==> src/hdl/bdlh_pkg.sv <==
// ----------------------------------------------------------------------------
// Button debounce with long hold - package
// Shared widths, register indexes and structs.
// ----------------------------------------------------------------------------
`timescale 1ns / 1ps

package bdlh_pkg;

	localparam int TIME_W      = 32;
	localparam int LIMIT_W     = 16;
	localparam int MASK_W      = 4;
	localparam int QUERY_W     = 2;
	localparam int REG_IDX_W   = 3;
	localparam int S_TDATA_W   = 40;
	localparam int M_TDATA_W   = 56;

	typedef enum logic [REG_IDX_W-1:0] {
		REG_DEBOUNCE    = 3'd0,
		REG_LONG_HOLD_0 = 3'd1,
		REG_LONG_HOLD_1 = 3'd2,
		REG_LONG_HOLD_2 = 3'd3,
		REG_LONG_HOLD_3 = 3'd4
	} bdlh_reg_t;

	// input item held in the first stage
	typedef struct packed {
		logic               seed;
		logic [TIME_W-1:0]  now;
		logic [MASK_W-1:0]  raw;
		logic [QUERY_W-1:0] query;
	} bdlh_item_t;

	// per-item control broadcast to every button
	typedef struct packed {
		logic              en;
		logic              seed;
		logic [TIME_W-1:0] now;
	} bdlh_step_t;

	// per-button outcome of one item
	typedef struct packed {
		logic              pressed;
		logic              released;
		logic              long_edge;
		logic              down;
		logic              boot;
		logic [TIME_W-1:0] hold;
	} bdlh_chan_t;

endpackage

==> src/hdl/bdlh_chan.sv <==
// ----------------------------------------------------------------------------
// Button debounce with long hold - one button
// Debounce timer, stable state and long-hold tracking for a single button.
// ----------------------------------------------------------------------------
`timescale 1ns / 1ps

module bdlh_chan
	import bdlh_pkg::*;
(
	input  logic               clk,
	input  logic               arst_n,
	input  bdlh_step_t         step,
	input  logic               raw,
	input  logic [LIMIT_W-1:0] settle_lim,
	input  logic [LIMIT_W-1:0] long_hold_ms,
	output bdlh_chan_t         res
);

	logic              raw_last_q;
	logic              stable_q;
	logic              long_done_q;
	logic              boot_q;
	logic [TIME_W-1:0] change_time_q;
	logic [TIME_W-1:0] press_time_q;

	logic              raw_chg;
	logic              settled;
	logic              accept;
	logic              press_e;
	logic              rel_e;
	logic              long_e;
	logic              stable_n;
	logic              long_done_n;
	logic [TIME_W-1:0] change_diff;
	logic [TIME_W-1:0] press_diff;

	always_comb begin
		raw_chg     = raw != raw_last_q;
		change_diff = step.now - change_time_q;
		press_diff  = step.now - press_time_q;
		// a raw change restarts the timer, so only a zero debounce accepts it at once
		settled     = raw_chg ? (settle_lim == '0)
		                      : (change_diff >= {{(TIME_W-LIMIT_W){1'b0}}, settle_lim});
		accept      = settled && (raw != stable_q);
		press_e     = accept && raw;
		rel_e       = accept && !raw;
		long_e      = (long_hold_ms != '0) && stable_q && !accept && !long_done_q &&
		              (press_diff >= {{(TIME_W-LIMIT_W){1'b0}}, long_hold_ms});
		stable_n    = accept ? raw : stable_q;
		long_done_n = press_e ? 1'b0 : (long_done_q || long_e);

		if (step.seed) begin
			// seeded buttons that are down count as long-fired: nothing to report
			res.pressed   = 1'b0;
			res.released  = 1'b0;
			res.long_edge = 1'b0;
			res.down      = raw;
			res.boot      = raw;
			res.hold      = '0;
		end else begin
			res.pressed   = press_e;
			res.released  = rel_e;
			res.long_edge = long_e;
			res.down      = stable_n;
			res.boot      = boot_q;
			res.hold      = (stable_n && !long_done_n && !press_e) ? press_diff : '0;
		end
	end

	always_ff @(posedge clk or negedge arst_n) begin
		if (!arst_n) begin
			raw_last_q    <= 1'b0;
			stable_q      <= 1'b0;
			long_done_q   <= 1'b0;
			boot_q        <= 1'b0;
			change_time_q <= '0;
			press_time_q  <= '0;
		end else if (step.en) begin
			if (step.seed) begin
				raw_last_q    <= raw;
				stable_q      <= raw;
				long_done_q   <= raw;
				boot_q        <= raw;
				change_time_q <= step.now;
				press_time_q  <= step.now;
			end else begin
				if (raw_chg) begin
					raw_last_q    <= raw;
					change_time_q <= step.now;
				end
				if (press_e) begin
					press_time_q <= step.now;
				end
				stable_q    <= stable_n;
				long_done_q <= long_done_n;
			end
		end
	end

endmodule

==> src/hdl/button_debounce_long_hold.sv <==
// ----------------------------------------------------------------------------
// Button debounce with long hold - top level
// Debounces a set of push buttons against a millisecond time stamp and
// reports press, release and one-shot long-hold edges.
// ----------------------------------------------------------------------------
// Channel   Direction  Content
// s_*       in         item: tuser = req_type, tdata = now_ms, raw_levels, query_button
// m_*       out        result: edges, down and boot masks, hold_ms
// cfg_*     in         register write: index, 16-bit data, always ready
//
// One item per cycle while the result is taken; items pass an input stage and a result stage.
// All buttons are evaluated in parallel by two subtract and compare pairs each.
// Reset clears the state and loads the register defaults.
// A stalled result holds the result stage; the input stage still takes an item
// while it is empty or its item moves on to the result stage.
`timescale 1ns / 1ps

module button_debounce_long_hold
	import bdlh_pkg::*;
#(
	parameter int BUTTONS = 4
) (
	input  logic                 clk,
	input  logic                 arst_n,
	input  logic                 s_tvalid,
	output logic                 s_tready,
	// [31:0] now_ms, [35:32] raw_levels, [37:36] query_button, [39:38] zero
	input  logic [S_TDATA_W-1:0] s_tdata,
	// [0] req_type
	input  logic                 s_tuser,
	output logic                 m_tvalid,
	input  logic                 m_tready,
	// [3:0] pressed_edges, [7:4] released_edges, [11:8] long_edges,
	// [15:12] down_mask, [19:16] boot_held_mask, [51:20] hold_ms, [55:52] zero
	output logic [M_TDATA_W-1:0] m_tdata,
	input  logic                 cfg_valid,
	output logic                 cfg_ready,
	input  logic [REG_IDX_W-1:0] cfg_index,
	input  logic [LIMIT_W-1:0]   cfg_data
);

	localparam int NUM_LONG = 4;

	logic [LIMIT_W-1:0]   debounce_q;
	logic [LIMIT_W-1:0]   long_hold_q [NUM_LONG];

	bdlh_item_t           item_s1;
	logic                 valid_s1;
	logic [M_TDATA_W-1:0] data_s2;
	logic                 valid_s2;

	logic                 adv;
	bdlh_step_t           step;
	bdlh_chan_t           chan_res [BUTTONS];

	logic [MASK_W-1:0]    pe_w;
	logic [MASK_W-1:0]    re_w;
	logic [MASK_W-1:0]    le_w;
	logic [MASK_W-1:0]    down_w;
	logic [MASK_W-1:0]    boot_w;
	logic [TIME_W-1:0]    hold_w;

	// configuration registers
	assign cfg_ready = 1'b1;

	always_ff @(posedge clk or negedge arst_n) begin
		if (!arst_n) begin
			debounce_q     <= 16'd30;
			long_hold_q[0] <= 16'd1000;
			long_hold_q[1] <= 16'd0;
			long_hold_q[2] <= 16'd0;
			long_hold_q[3] <= 16'd1000;
		end else if (cfg_valid && cfg_ready) begin
			case (bdlh_reg_t'(cfg_index))
				REG_DEBOUNCE:    debounce_q     <= cfg_data;
				REG_LONG_HOLD_0: long_hold_q[0] <= cfg_data;
				REG_LONG_HOLD_1: long_hold_q[1] <= cfg_data;
				REG_LONG_HOLD_2: long_hold_q[2] <= cfg_data;
				REG_LONG_HOLD_3: long_hold_q[3] <= cfg_data;
				default: ;
			endcase
		end
	end

	// handshake: stage 1 moves on when the result stage is free or draining
	assign adv      = valid_s1 && (!valid_s2 || m_tready);
	assign s_tready = !valid_s1 || adv;
	assign m_tvalid = valid_s2;
	assign m_tdata  = data_s2;

	always_ff @(posedge clk or negedge arst_n) begin
		if (!arst_n) begin
			valid_s1 <= 1'b0;
			valid_s2 <= 1'b0;
		end else begin
			if (s_tready) begin
				valid_s1 <= s_tvalid;
			end
			if (adv) begin
				valid_s2 <= 1'b1;
			end else if (m_tready) begin
				valid_s2 <= 1'b0;
			end
		end
	end

	always_ff @(posedge clk) begin
		if (s_tvalid && s_tready) begin
			item_s1.seed  <= !s_tuser;
			item_s1.now   <= s_tdata[TIME_W-1:0];
			item_s1.raw   <= s_tdata[TIME_W +: MASK_W];
			item_s1.query <= s_tdata[TIME_W+MASK_W +: QUERY_W];
		end
		if (adv) begin
			data_s2 <= {4'b0, hold_w, boot_w, down_w, le_w, re_w, pe_w};
		end
	end

	assign step.en   = adv;
	assign step.seed = item_s1.seed;
	assign step.now  = item_s1.now;

	// one unit per button; buttons past the register set read raw 0, long hold off
	for (genvar i = 0; i < BUTTONS; i++) begin : g_btn
		logic               raw_i;
		logic [LIMIT_W-1:0] limit_i;
		if (i < MASK_W) begin : g_wired
			assign raw_i   = item_s1.raw[i];
			assign limit_i = long_hold_q[i];
		end else begin : g_spare
			assign raw_i   = 1'b0;
			assign limit_i = '0;
		end
		bdlh_chan u_chan (
			.clk          (clk),
			.arst_n       (arst_n),
			.step         (step),
			.raw          (raw_i),
			.settle_lim   (debounce_q),
			.long_hold_ms (limit_i),
			.res          (chan_res[i])
		);
	end

	// masks only show the first four buttons
	for (genvar k = 0; k < MASK_W; k++) begin : g_mask
		if (k < BUTTONS) begin : g_on
			assign pe_w[k]   = chan_res[k].pressed;
			assign re_w[k]   = chan_res[k].released;
			assign le_w[k]   = chan_res[k].long_edge;
			assign down_w[k] = chan_res[k].down;
			assign boot_w[k] = chan_res[k].boot;
		end else begin : g_off
			assign pe_w[k]   = 1'b0;
			assign re_w[k]   = 1'b0;
			assign le_w[k]   = 1'b0;
			assign down_w[k] = 1'b0;
			assign boot_w[k] = 1'b0;
		end
	end

	// query past the last button gives zero
	always_comb begin
		hold_w = '0;
		for (int i = 0; i < BUTTONS; i++) begin
			if (int'(item_s1.query) == i) begin
				hold_w = chan_res[i].hold;
			end
		end
	end

endmodule

==> config.mk <==
export PLATFORM = sky130hd
export DESIGN_NAME = button_debounce_long_hold
export DESIGN_NICKNAME = d
export VERILOG_FILES = /design/src/hdl/bdlh_pkg.sv /design/src/hdl/bdlh_chan.sv /design/src/hdl/button_debounce_long_hold.sv
export SDC_FILE = /design/constraint.sdc
export NUM_CORES = 1
export LEC_CHECK = 0
export ABC_AREA = 1
export BUFFER_PORTS_ARGS = -buffer_cell sky130_fd_sc_hd__buf_4
export CORE_ASPECT_RATIO = 0.6
export CORE_UTILIZATION = 55
export DETAILED_ROUTE_END_ITERATION = 16
export PLACE_DENSITY = 0.72
export SLEW_MARGIN = 30
export SYNTH_ARGS = -nofsm -noshare
export SYNTH_HDL_FRONTEND = slang
export SYNTH_SLANG_ARGS = --single-unit
export TNS_END_PERCENT = 100
==> constraint.sdc <==
create_clock -name clk -period 11.5 [get_ports clk]
set_input_delay 0.575 -clock clk [delete_from_list [all_inputs] [get_ports clk]]
set_output_delay 0.575 -clock clk [all_outputs]
set_load 0.02 [all_outputs]
Word level (Yosys, flattened, before mapping)
Cells that the tools add are included.
- flip-flop bits (word level): 445
- output and inout port bits: 59
- logic and storage cells: 223
- add/subtract/negate cells: 8
- order comparisons: 8
- eq/ne operators: 15
- multiplexer cells: 58
- reduce and logical (&&, ||, !) cells: 97
- operator list (operator ; count):
    2-to-1 mux 32 bit ; 24
    >= comparator 32 x 16 -> 1 bit ; 8
    subtractor 32 bit ; 8
    2-to-1 mux 34 bit ; 4
    nonzero test 16 bit ; 4
    logical AND 1 bit ; 38
    2-to-1 mux 1 bit ; 30
    AND reduction 2 bit ; 14
    zero test 1 bit ; 23
    nonzero test 2 bit ; 9
    zero test 16 bit ; 1
    != test 1 bit ; 8
    equality test 3 x 2 -> 1 bit, second input constant ; 2
    logical OR 1 bit ; 6
    equality test 2 bit, second input constant ; 2
    equality test 3 x 1 -> 1 bit, second input constant ; 1
    equality test 3 bit, second input constant ; 1
    zero test 3 bit ; 1
    equality test 2 x 1 -> 1 bit, second input constant ; 1
    zero test 2 bit ; 1

Logic depth before layout (Yosys ltp)
Gate-level depths: netlist of run 1.
- depth after elaboration: 19
- mapped depth: 32
- depth with buffers taken out: 31

Cells and area by module
Synthesis of run 1 repeated with hierarchy kept, for this count alone.
- cell total of the unflattened synthesis: 6397
- area total of the unflattened synthesis: 41807.6 um2
- by module, submodules not included (module ; instances ; cells an instance ; area each (um2)):
    bdlh_chan (g_btn[1].u_chan ...) ; 2 ; 1471 ; 8916.1
    bdlh_chan (g_btn[3].u_chan) ; 1 ; 1412 ; 8582.0
    bdlh_chan (g_btn[0].u_chan) ; 1 ; 1408 ; 8413.1
    button_debounce_long_hold ; 1 ; 635 ; 6980.4

Worst setup path before layout of run 1
Ideal clock, no wire load.
- kind: flip-flop to flip-flop
- start point: reg item_s1[7] (netlist bit)
- end point: reg data_s2[32] (netlist: m_tdata[32]) (data pin)
- arrival time: 3861 ps
- required time: 11240 ps
- setup slack: 7380 ps
- cell stages (with the launch flop): 29
- path buffers: 1
- period minus slack after synthesis: 4120 ps
- cell sequence: edfxtp_1 inv_1 fa_1 inv_1 nand3_1 nand3_1 nand2_1 nand2_1 nand3_1 nand3_1 xor2_1 ha_1 nand2_1 inv_1 nand2_1 nand3_1 a31oi_1 nand4_1 nor2_1 nand2_1 nor2_1 nand2_1 nand3_1 nand3_2 nand4_2 buf_4 nor2_1 nor2_1 nand3_1
- word-level cells in the longest chain between the ends: 19
- elaborated cells between the ends (all ways): 84
- RTL lines (element ; RTL line ; source):
    from (decl) ; button_debounce_long_hold.sv:47 ; bdlh_item_t item_s1;
    subtractor 32 bit ; bdlh_chan.sv:39 ; change_diff = step.now - change_time_q;
    >= comparator 32 x 16 -> 1 bit ; bdlh_chan.sv:43 ; : (change_diff >= {{(TIME_W-LIMIT_W){1'b0}}, settle_lim});
    2-to-1 mux 1 bit ; bdlh_chan.sv:42 ; settled = raw_chg ? (settle_lim == '0)
    logical AND 1 bit ; bdlh_chan.sv:44 ; accept = settled && (raw != stable_q);
    zero test 1 bit ; bdlh_chan.sv:47 ; long_e = (long_hold_ms != '0) && stable_q && !accept && !long_done_q &&
    logical AND 1 bit (3 in series) ; bdlh_chan.sv:47 ;
    logical OR 1 bit ; bdlh_chan.sv:50 ; long_done_n = press_e ? 1'b0 : (long_done_q || long_e);
    2-to-1 mux 1 bit ; bdlh_chan.sv:50 ;
    zero test 1 bit ; bdlh_chan.sv:66 ; res.hold = (stable_n && !long_done_n && !press_e) ? press_diff : '0;
    logical AND 1 bit (2 in series) ; bdlh_chan.sv:66 ;
    2-to-1 mux 32 bit ; bdlh_chan.sv:66 ;
    2-to-1 mux 34 bit ; bdlh_chan.sv:52 ; if (step.seed) begin
    2-to-1 mux 32 bit (3 in series) ; button_debounce_long_hold.sv:166 ; if (int'(item_s1.query) == i) begin
    2-to-1 mux 32 bit * ; button_debounce_long_hold.sv:166 ;
    via hold_w[12] ; button_debounce_long_hold.sv:61 ; logic [TIME_W-1:0] hold_w;
    to (signal assigned) ; button_debounce_long_hold.sv:115 ; data_s2 <= {4'b0, hold_w, boot_w, down_w, le_w, re_w, pe_w};
    to (decl) ; button_debounce_long_hold.sv:49 ; logic [M_TDATA_W-1:0] data_s2;
The timed path passes the listed nets; every way through them passes the cells marked *.
A chain may end at the register's enable or synchronous reset.

Worst setup path after layout of run 1
- start point: reg item_s1[7] (netlist bit)
- end point: reg data_s2[45] (netlist: m_tdata[45]) (data pin)
The elaborated chain is that of the path after synthesis.

==> results.txt, run 1 <==
CTS Buffer Depth -> 3
CP required -> 11.81 ns
Vias post-DR -> 40.7k
# fillers -> 6867
DRC -> 0
Leak pwr -> 0.0229 µW
Worst vdd ir -> 0.000167 V
Final net count -> 6537
Setup TNS -> 0 ns
Period utilization -> 56.4%
Mean Syn Cell Area -> 6.51 µm²
Worst Hold Class -> input pin to flop
Power per cell area -> 272 nW/µm²
Post-Synthesis Cells -> 5987
Slew @ Worst Pin -> 1.16 ns
Die area -> 72000 µm²
Row count -> 75
Detailed Routing Iterations Pass 1 -> 6
Non-filler cells, final -> 7051
Core outline area -> 70000 µm²
Vias in the first global route -> 35.5k
Routed len/inst -> 22.8 µm
Post-place setup slack -> 5.43 ns
Port buffer count -> 116
GR Overflow Total -> 0
Skew final -> 0.0387 ns
Worst slew margin -> 22.5%
Post-synth EDFFs -> 91
Most frequent cells in the layout -> nand2_1, inv_1, nor2_1
Syn-to-layout area delta -> 9.01%
Max Cap Viol -> 0
Initial antenna violation count -> 9
Adder-Cell Fraction of Synth Area -> 12.5%
Yosys reg bits -> 445
TritonCTS clock tree -> yes
Final Max Tran Viols -> 0
Kind of critical path -> flop to flop
Starting Density -> 55.7%
Final hold vios -> 0
Fraction of layout cells with a size suffix above 1 -> 4.80%
Root buf cell -> clkbuf_16
GP Congestion -> 1.06
H-tree depth -> 2
Fin Hold WS -> 0.108 ns
Global-route wire length before repair -> 232000 µm
Crit start category -> flop
Sequential fraction of the synthesis area -> 29.8%
RSZ-0062 raised after global routing -> no
TritonCTS sink count -> 445
Ys async rst share -> 79.6%
Netlist Area Pre-Place -> 39000 µm²
Yosys warning total -> 0
Die X -> 346 µm
Post-DP HPWL -> 127000 µm
Placed cell count -> 6961
Post-synth top flop -> dfrtp_1
Compound-cell area share of the yosys netlist -> 11.5%
Netlist cell types -> 54
Slowest-stage cell, CP -> nand4_2
Post-cts resize count -> 0
Maximum fanout along the worst path -> 31
Status -> complete, no violations
Setup ws final -> 5.01 ns
Fmax -> 154 MHz
Crit path top cell by count -> nand3_1
Crit. End Element -> flop
Post-route minimum period -> 6.49 ns
Final setup fails -> 0
WP data arrival -> 6.79 ns
Hold path depth -> 1
Initial DRC Count -> 6179
Multiplexer area fraction after synthesis -> 0%
CTS clk-pin slew, worst paths -> 0.07 ns
I/O pins -> 124
CTS buffer count -> 47
R2R cell count -> 28
Overall power -> 11600 µW
Post-synthesis xor/xnor area fraction -> 3.05%
Post-synthesis simple-gate area fraction -> 31.5%
CP peak stage delay -> 0.61 ns
Combinational family with the most area after synthesis -> simple AND/OR/NAND/NOR gates
Post-Route WL -> 161000 µm
Die height -> 208 µm
GRT Util Overall -> 43.8%
Routed Antenna Nets -> 0
Vias per cell -> 5.77
Commonest non-fill, non-tap cell in the layout -> nand2_1
Largest net degree at the start of global routing -> 85
Clock latency on the worst-skew pair -> 0.65 ns
-- worst paths after layout --
check,from,slack (ns),to
worst max-delay path,item_s1[7],5.01,m_tdata[45]
worst min-delay path,s_tdata[15],0.11,item_s1[21]
worst max register to register,item_s1[7],5.01,m_tdata[45]
worst min register to register,g_btn[0].u_chan.change_time_q[7],0.48,g_btn[0].u_chan.change_time_q[7]
max in group asynchronous,arst_n,8.80,debounce_q[7]
min in group asynchronous,arst_n,0.57,g_btn[0].u_chan.change_time_q[9]
-- stage by stage --
stage	utilization, %	instance area (µm²)
6_report	60.7	42500
5_1_grt	60.7	42500
3_3_place_gp	58.3	40800
2_1_floorplan	-	39000
4_1_cts	60.7	42500
3_5_place_dp	58.4	40900
-- cells in the mapped netlist, types with 5 or more instances --
| master | instances | area share, % |
|---|---|---|
| nand2_1 | 1854 | 18 |
| inv_1 | 1066 | 10 |
| nor2_1 | 590 | 5.7 |
| o21ai_0 | 443 | 5.7 |
| ha_1 | 376 | 12 |
| dfrtp_1 | 338 | 22 |
| nand3_1 | 308 | 4.0 |
| a21oi_1 | 286 | 3.7 |
| xor2_1 | 123 | 2.8 |
| nand4_1 | 108 | 1.7 |
| edfxtp_1 | 91 | 7.0 |
| clkbuf_1 | 57 | 0.55 |
| nor3_1 | 53 | 0.68 |
| nor4_1 | 29 | 0.47 |
| o21bai_1 | 28 | 0.54 |
| nand3b_1 | 27 | 0.52 |
| buf_4 | 22 | 0.42 |
| dfstp_2 | 16 | 1.1 |
| o21ai_1 | 16 | 0.21 |
| buf_2 | 14 | 0.18 |
| a21o_1 | 13 | 0.25 |
| xnor2_1 | 13 | 0.29 |
| a31oi_1 | 12 | 0.19 |
| o211ai_1 | 9 | 0.17 |
| and2_1 | 8 | 0.13 |
| fa_1 | 8 | 0.41 |
| inv_2 | 7 | 0.067 |
| nand2_2 | 7 | 0.11 |
| o21a_1 | 7 | 0.13 |
| a211oi_1 | 6 | 0.12 |
| a21boi_0 | 5 | 0.096 |
| clkbuf_2 | 5 | 0.064 |
-- sequential cells by signal (all words and copies together), names as in the netlist, 16 cells and up --
register	flops
g_btn.limit_i	64
debounce_q	16
m_tdata	52
g_btn.u_chan.change_time_q	128
g_btn.u_chan.press_time_q	128
item_s1	35
-- kinds of logic (layout without fill, tap and decap cells) --
group / count (synthesis) / after routing
and+or+nand+nor: 3002 / 3002
buffers and inverters: 1178 / 1314
AOI/OAI and AO/OA: 840 / 840
DFF: 445 / 445
adders and majority gates: 384 / 384
xor gates and xnor gates: 136 / 136
other: 2 / 6
-- where the power goes --
group / internal (µW) / total, µW / switching [µW] / leakage [µW]
Clock: 898 / 1640 / 745 / 0.000761
Sequential: 2110 / 2440 / 333 / 0.00525
Combinational: 2330 / 7500 / 5160 / 0.0169
-- timing repair --
action / in CTS / in global routing
endpoints found under the hold margin: 26 / 0
hold buffers: 1 / 0
setup buffers: 0 / 0
-- routing by layer --
metal	up-vias	GRT usage [%]	share of wire (%)
li1	19223	-	-
met1	18629	67.3	45
met2	2594	53.6	35
met3	247	20.1	18
met4	2	10.1	2.6
met5	-	0.461	0.024
-- critical path, delay by kind of cell, from the launching register on --
kind / cells / cell delay, ns
and+or+nand+nor: 20 / 3.67
buffers and inverters: 4 / 0.92
adders and majority gates: 2 / 0.80
DFF: 1 / 0.33
AOI/OAI and AO/OA: 1 / 0.21
xor gates and xnor gates: 1 / 0.17
-- final cells by class --
| cell class | count | area, µm² | area share (%) |
|---|---|---|---|
| Antenna cell | 1 | 2.50 | 0.00589 |
| Clock buffer | 62 | 1300 | 3.06 |
| Clock inverter | 25 | 290 | 0.683 |
| Inverter | 1075 | 4040 | 9.50 |
| Multi-Input combinational cell | 4367 | 22900 | 54.0 |
| Sequential cell | 445 | 11600 | 27.3 |
| Tap cell | 924 | 1160 | 2.72 |
| Timing Repair Buffer | 152 | 1160 | 2.73 |
No activity file was read; power rests on OpenSTA's default activity.
==> run 2, diff against run 1 <==
Settings changed: PLACE_DENSITY 0.72 to 0.75.
Clock period 11.5 ns to 5.6 ns, I/O delays scaled along.
==> run 2 against run 1 <==
The run now ends with setup timing left; critical path depth decreased by 7; largest power group unchanged; design area up 2.7%; non-clock buffer count up 110; clock power increased by 120%; global-route usage up 3.2 points; power is 120% higher; critical endpoint unchanged.
==> results.txt, run 2 (synthesis gave the netlist of run 1 again) <==
Status -> finished, violations left (was complete, no violations)
Failing checks -> setup timing
Most frequent cells in the layout -> nand2_1, inv_1, nor2_1 (unchanged)
Core outline area -> 70000 µm² (unchanged)
Critical path capture point -> m_tdata[45] (unchanged)
Port buffer count -> 116 (unchanged)
Fraction of layout cells with a size suffix above 1 -> 5.79% (was 4.80%)
Row count -> 75 (unchanged)
CP cell instances -> ha_1 > a21oi_1 > o21ai_0 > nand2_1 > nand3_1 > nand2_1 > nand2_1 > xor2_1 > ha_1 > nand2_1 > inv_1 > nand3_1 > nor3_1 > nand3_1 > nand4_1 > nand3_1 > nand2_1 > nor2_2 > buf_12 > nand3_1 > nand3_1
Global-route wire length before repair -> 247000 µm (was 232000 µm)
Vias post-DR -> 42.4k (was 40.7k)
Worst Path Buf+Inv -> 2 (was 4)
Worst vdd ir -> 0.000386 V (was 0.000167 V)
CTS Buffer Depth -> 3 (unchanged)
R2R Setup Slk -> -0.03 ns (was 5.01 ns)
Fin area -> 43700 µm² (was 42500 µm²)
Worst Hold Class -> input pin to flop (unchanged)
Die X -> 346 µm (unchanged)
Skew final -> 0.0254 ns (was 0.0387 ns)
Leak pwr -> 0.0235 µW (was 0.0229 µW)
Vias per cell -> 5.92 (was 5.77)
Final net count -> 6646 (was 6537)
I/O pins -> 124 (unchanged)
Max Cap Viol -> 0 (unchanged)
TritonCTS sink count -> 445 (unchanged)
# fillers -> 6590 (was 6867)
Root buf cell -> clkbuf_16 (unchanged)
CP top delay family -> simple AND/OR/NAND/NOR gates (unchanged)
GR Overflow Total -> 0 (unchanged)
Power per cell area -> 577 nW/µm² (was 272 nW/µm²)
WP data arrival -> 5.99 ns (was 6.79 ns)
Worst r2r dst -> m_tdata[45] (unchanged)
Fmax -> 178 MHz (was 154 MHz)
Reg-to-reg startpoint -> item_s1[11] (was item_s1[7])
Post-DP HPWL -> 138000 µm (was 127000 µm)
Starting Density -> 55.7% (unchanged)
Die height -> 208 µm (unchanged)
Clock latency on the worst-skew pair -> 0.65 ns (about the same)
TritonCTS clock tree -> yes (unchanged)
GRT Util Overall -> 47.0% (was 43.8%)
Routed Antenna Nets -> 0 (unchanged)
Crit path from -> item_s1[11] (was item_s1[7])
Routed len/inst -> 24.1 µm (was 22.8 µm)
CTS buffer count -> 46 (was 47)
GP Congestion -> 1.08 (was 1.06)
CTS clk-pin slew, worst paths -> 0.08 ns (was 0.07 ns)
RSZ-0062 raised after global routing -> no (unchanged)
Slew @ Worst Pin -> 1.11 ns (was 1.16 ns)
CP required -> 5.96 ns (was 11.81 ns)
Final Max Tran Viols -> 0 (unchanged)
Post-Route WL -> 173000 µm (was 161000 µm)
Largest net degree at the start of global routing -> 164 (was 85)
Worst slew margin -> 26.1% (was 22.5%)
Worst path depth -> 21 (was 28)
Placed inst area -> 41400 µm² (was 40900 µm²)
Final setup fails -> 2 (was 0)
Die area -> 72000 µm² (unchanged)
Crit start category -> flop (unchanged)
Syn-to-layout area delta -> 12.0% (was 9.01%)
DRC -> 0 (unchanged)
Commonest non-fill, non-tap cell in the layout -> nand2_1 (unchanged)
Overall power -> 25200 µW (was 11600 µW)
Post-route minimum period -> 5.63 ns (was 6.49 ns)
Initial DRC Count -> 7039 (was 6179)
Setup ws final -> -0.0262 ns (was 5.01 ns)
Slowest-stage cell, CP -> edfxtp_1 (was nand4_2)
R2R cell count -> 21 (was 28)
Final core area utilization -> 62.4% (was 60.7%)
H-tree depth -> 2 (unchanged)
Detailed Routing Iterations Pass 1 -> 7 (was 6)
Final hold vios -> 0 (unchanged)
CP peak stage delay -> 0.80 ns (was 0.61 ns)
Maximum fanout along the worst path -> 31 (unchanged)
Kind of critical path -> flop to flop (unchanged)
Period utilization -> 100% (was 56.4%)
Vias in the first global route -> 37.1k (was 35.5k)
Crit. End Element -> flop (unchanged)
Initial antenna violation count -> 5 (was 9)
Crit path top cell by count -> nand3_1 (unchanged)
-- run 2: cell types whose count changed in the layout (fill, tap and decap cells not counted), moves of 3 or more --
cell	before	now
buf_12	0	8
buf_4	147	205
buf_6	3	0
bufinv_16	4	7
clkbuf_1	8	4
clkinv_2	7	4
dlygate4sd3_1	1	47
-- run 2: per-stage QoR --
step | setup TNS, ns | cells | setup slack, ns | hold slack [ns]
floorplan | 0 | 5990 | 1.48 | -0.0156
global placement | 0 | 7021 | 0.258 | 0.315
detailed placement | 0 | 7021 | 0.203 | 0.328
CTS | 0 | 7154 | 0.150 | 0.00337
global route | 0 | 7159 | 0.0249 | 0.0338
finish | -0.0422 | 7160 | -0.0262 | 0.0165
-- run 2: worst min path at each step --
| stage | from | endpoint | cells past startpoint |
|---|---|---|---|
| floorplan | arst_n | debounce_q[0] | 0 |
| global placement | arst_n | g_btn[0].u_chan.change_time_q[6] | 1 |
| detailed placement | arst_n | g_btn[0].u_chan.change_time_q[6] | 1 |
| CTS | cfg_data[10] | g_btn[0].limit_i[10] | 3 |
| global route | cfg_data[8] | g_btn[1].limit_i[8] | 3 |
| finish | cfg_data[10] | debounce_q[10] | 3 |
-- run 2: repair_timing --
item,CTS,global route
setup endpoints to repair,0,39
endpoints found under the hold margin,129,0
hold buffers,47,0
buffers inserted,0,4
resized for setup,0,5
-- run 2: per-layer routing --
layer | wire, µm | track usage (%) | vias to the layer above
met5 | 272 | 2.24 | -
met4 | 5470 | 12.8 | 10
met3 | 33200 | 24.0 | 332
met2 | 57300 | 54.3 | 3088
met1 | 76300 | 72.4 | 19521
li1 | - | - | 19437
-- run 2: final cells by class --
type | count | area [µm²] | area share (%)
diodes | 1 | 2.50 | 0.00573
clock buffers | 57 | 1280 | 2.94
clock inverters | 29 | 388 | 0.888
inverters | 1075 | 4040 | 9.25
multi-input cells | 4367 | 23000 | 52.6
flip-flops and latches | 445 | 11600 | 26.6
well taps | 924 | 1160 | 2.65
repair buffers | 262 | 2210 | 5.07
-- run 2: tightest hold or removal path, delay by kind of cell --
family          cells  cell delay (ns)
buf+inv             2             0.18
compound gates      1             0.17
-- run 2: power breakdown --
| part | switching [µW] | total (µW) | internal (µW) |
|---|---|---|---|
| Sequential | 711 | 5030 | 4320 |
| Combinational | 11400 | 16600 | 5120 |
| Clock | 1610 | 3590 | 1980 |
| Total | 13800 | 25200 | 11400 |
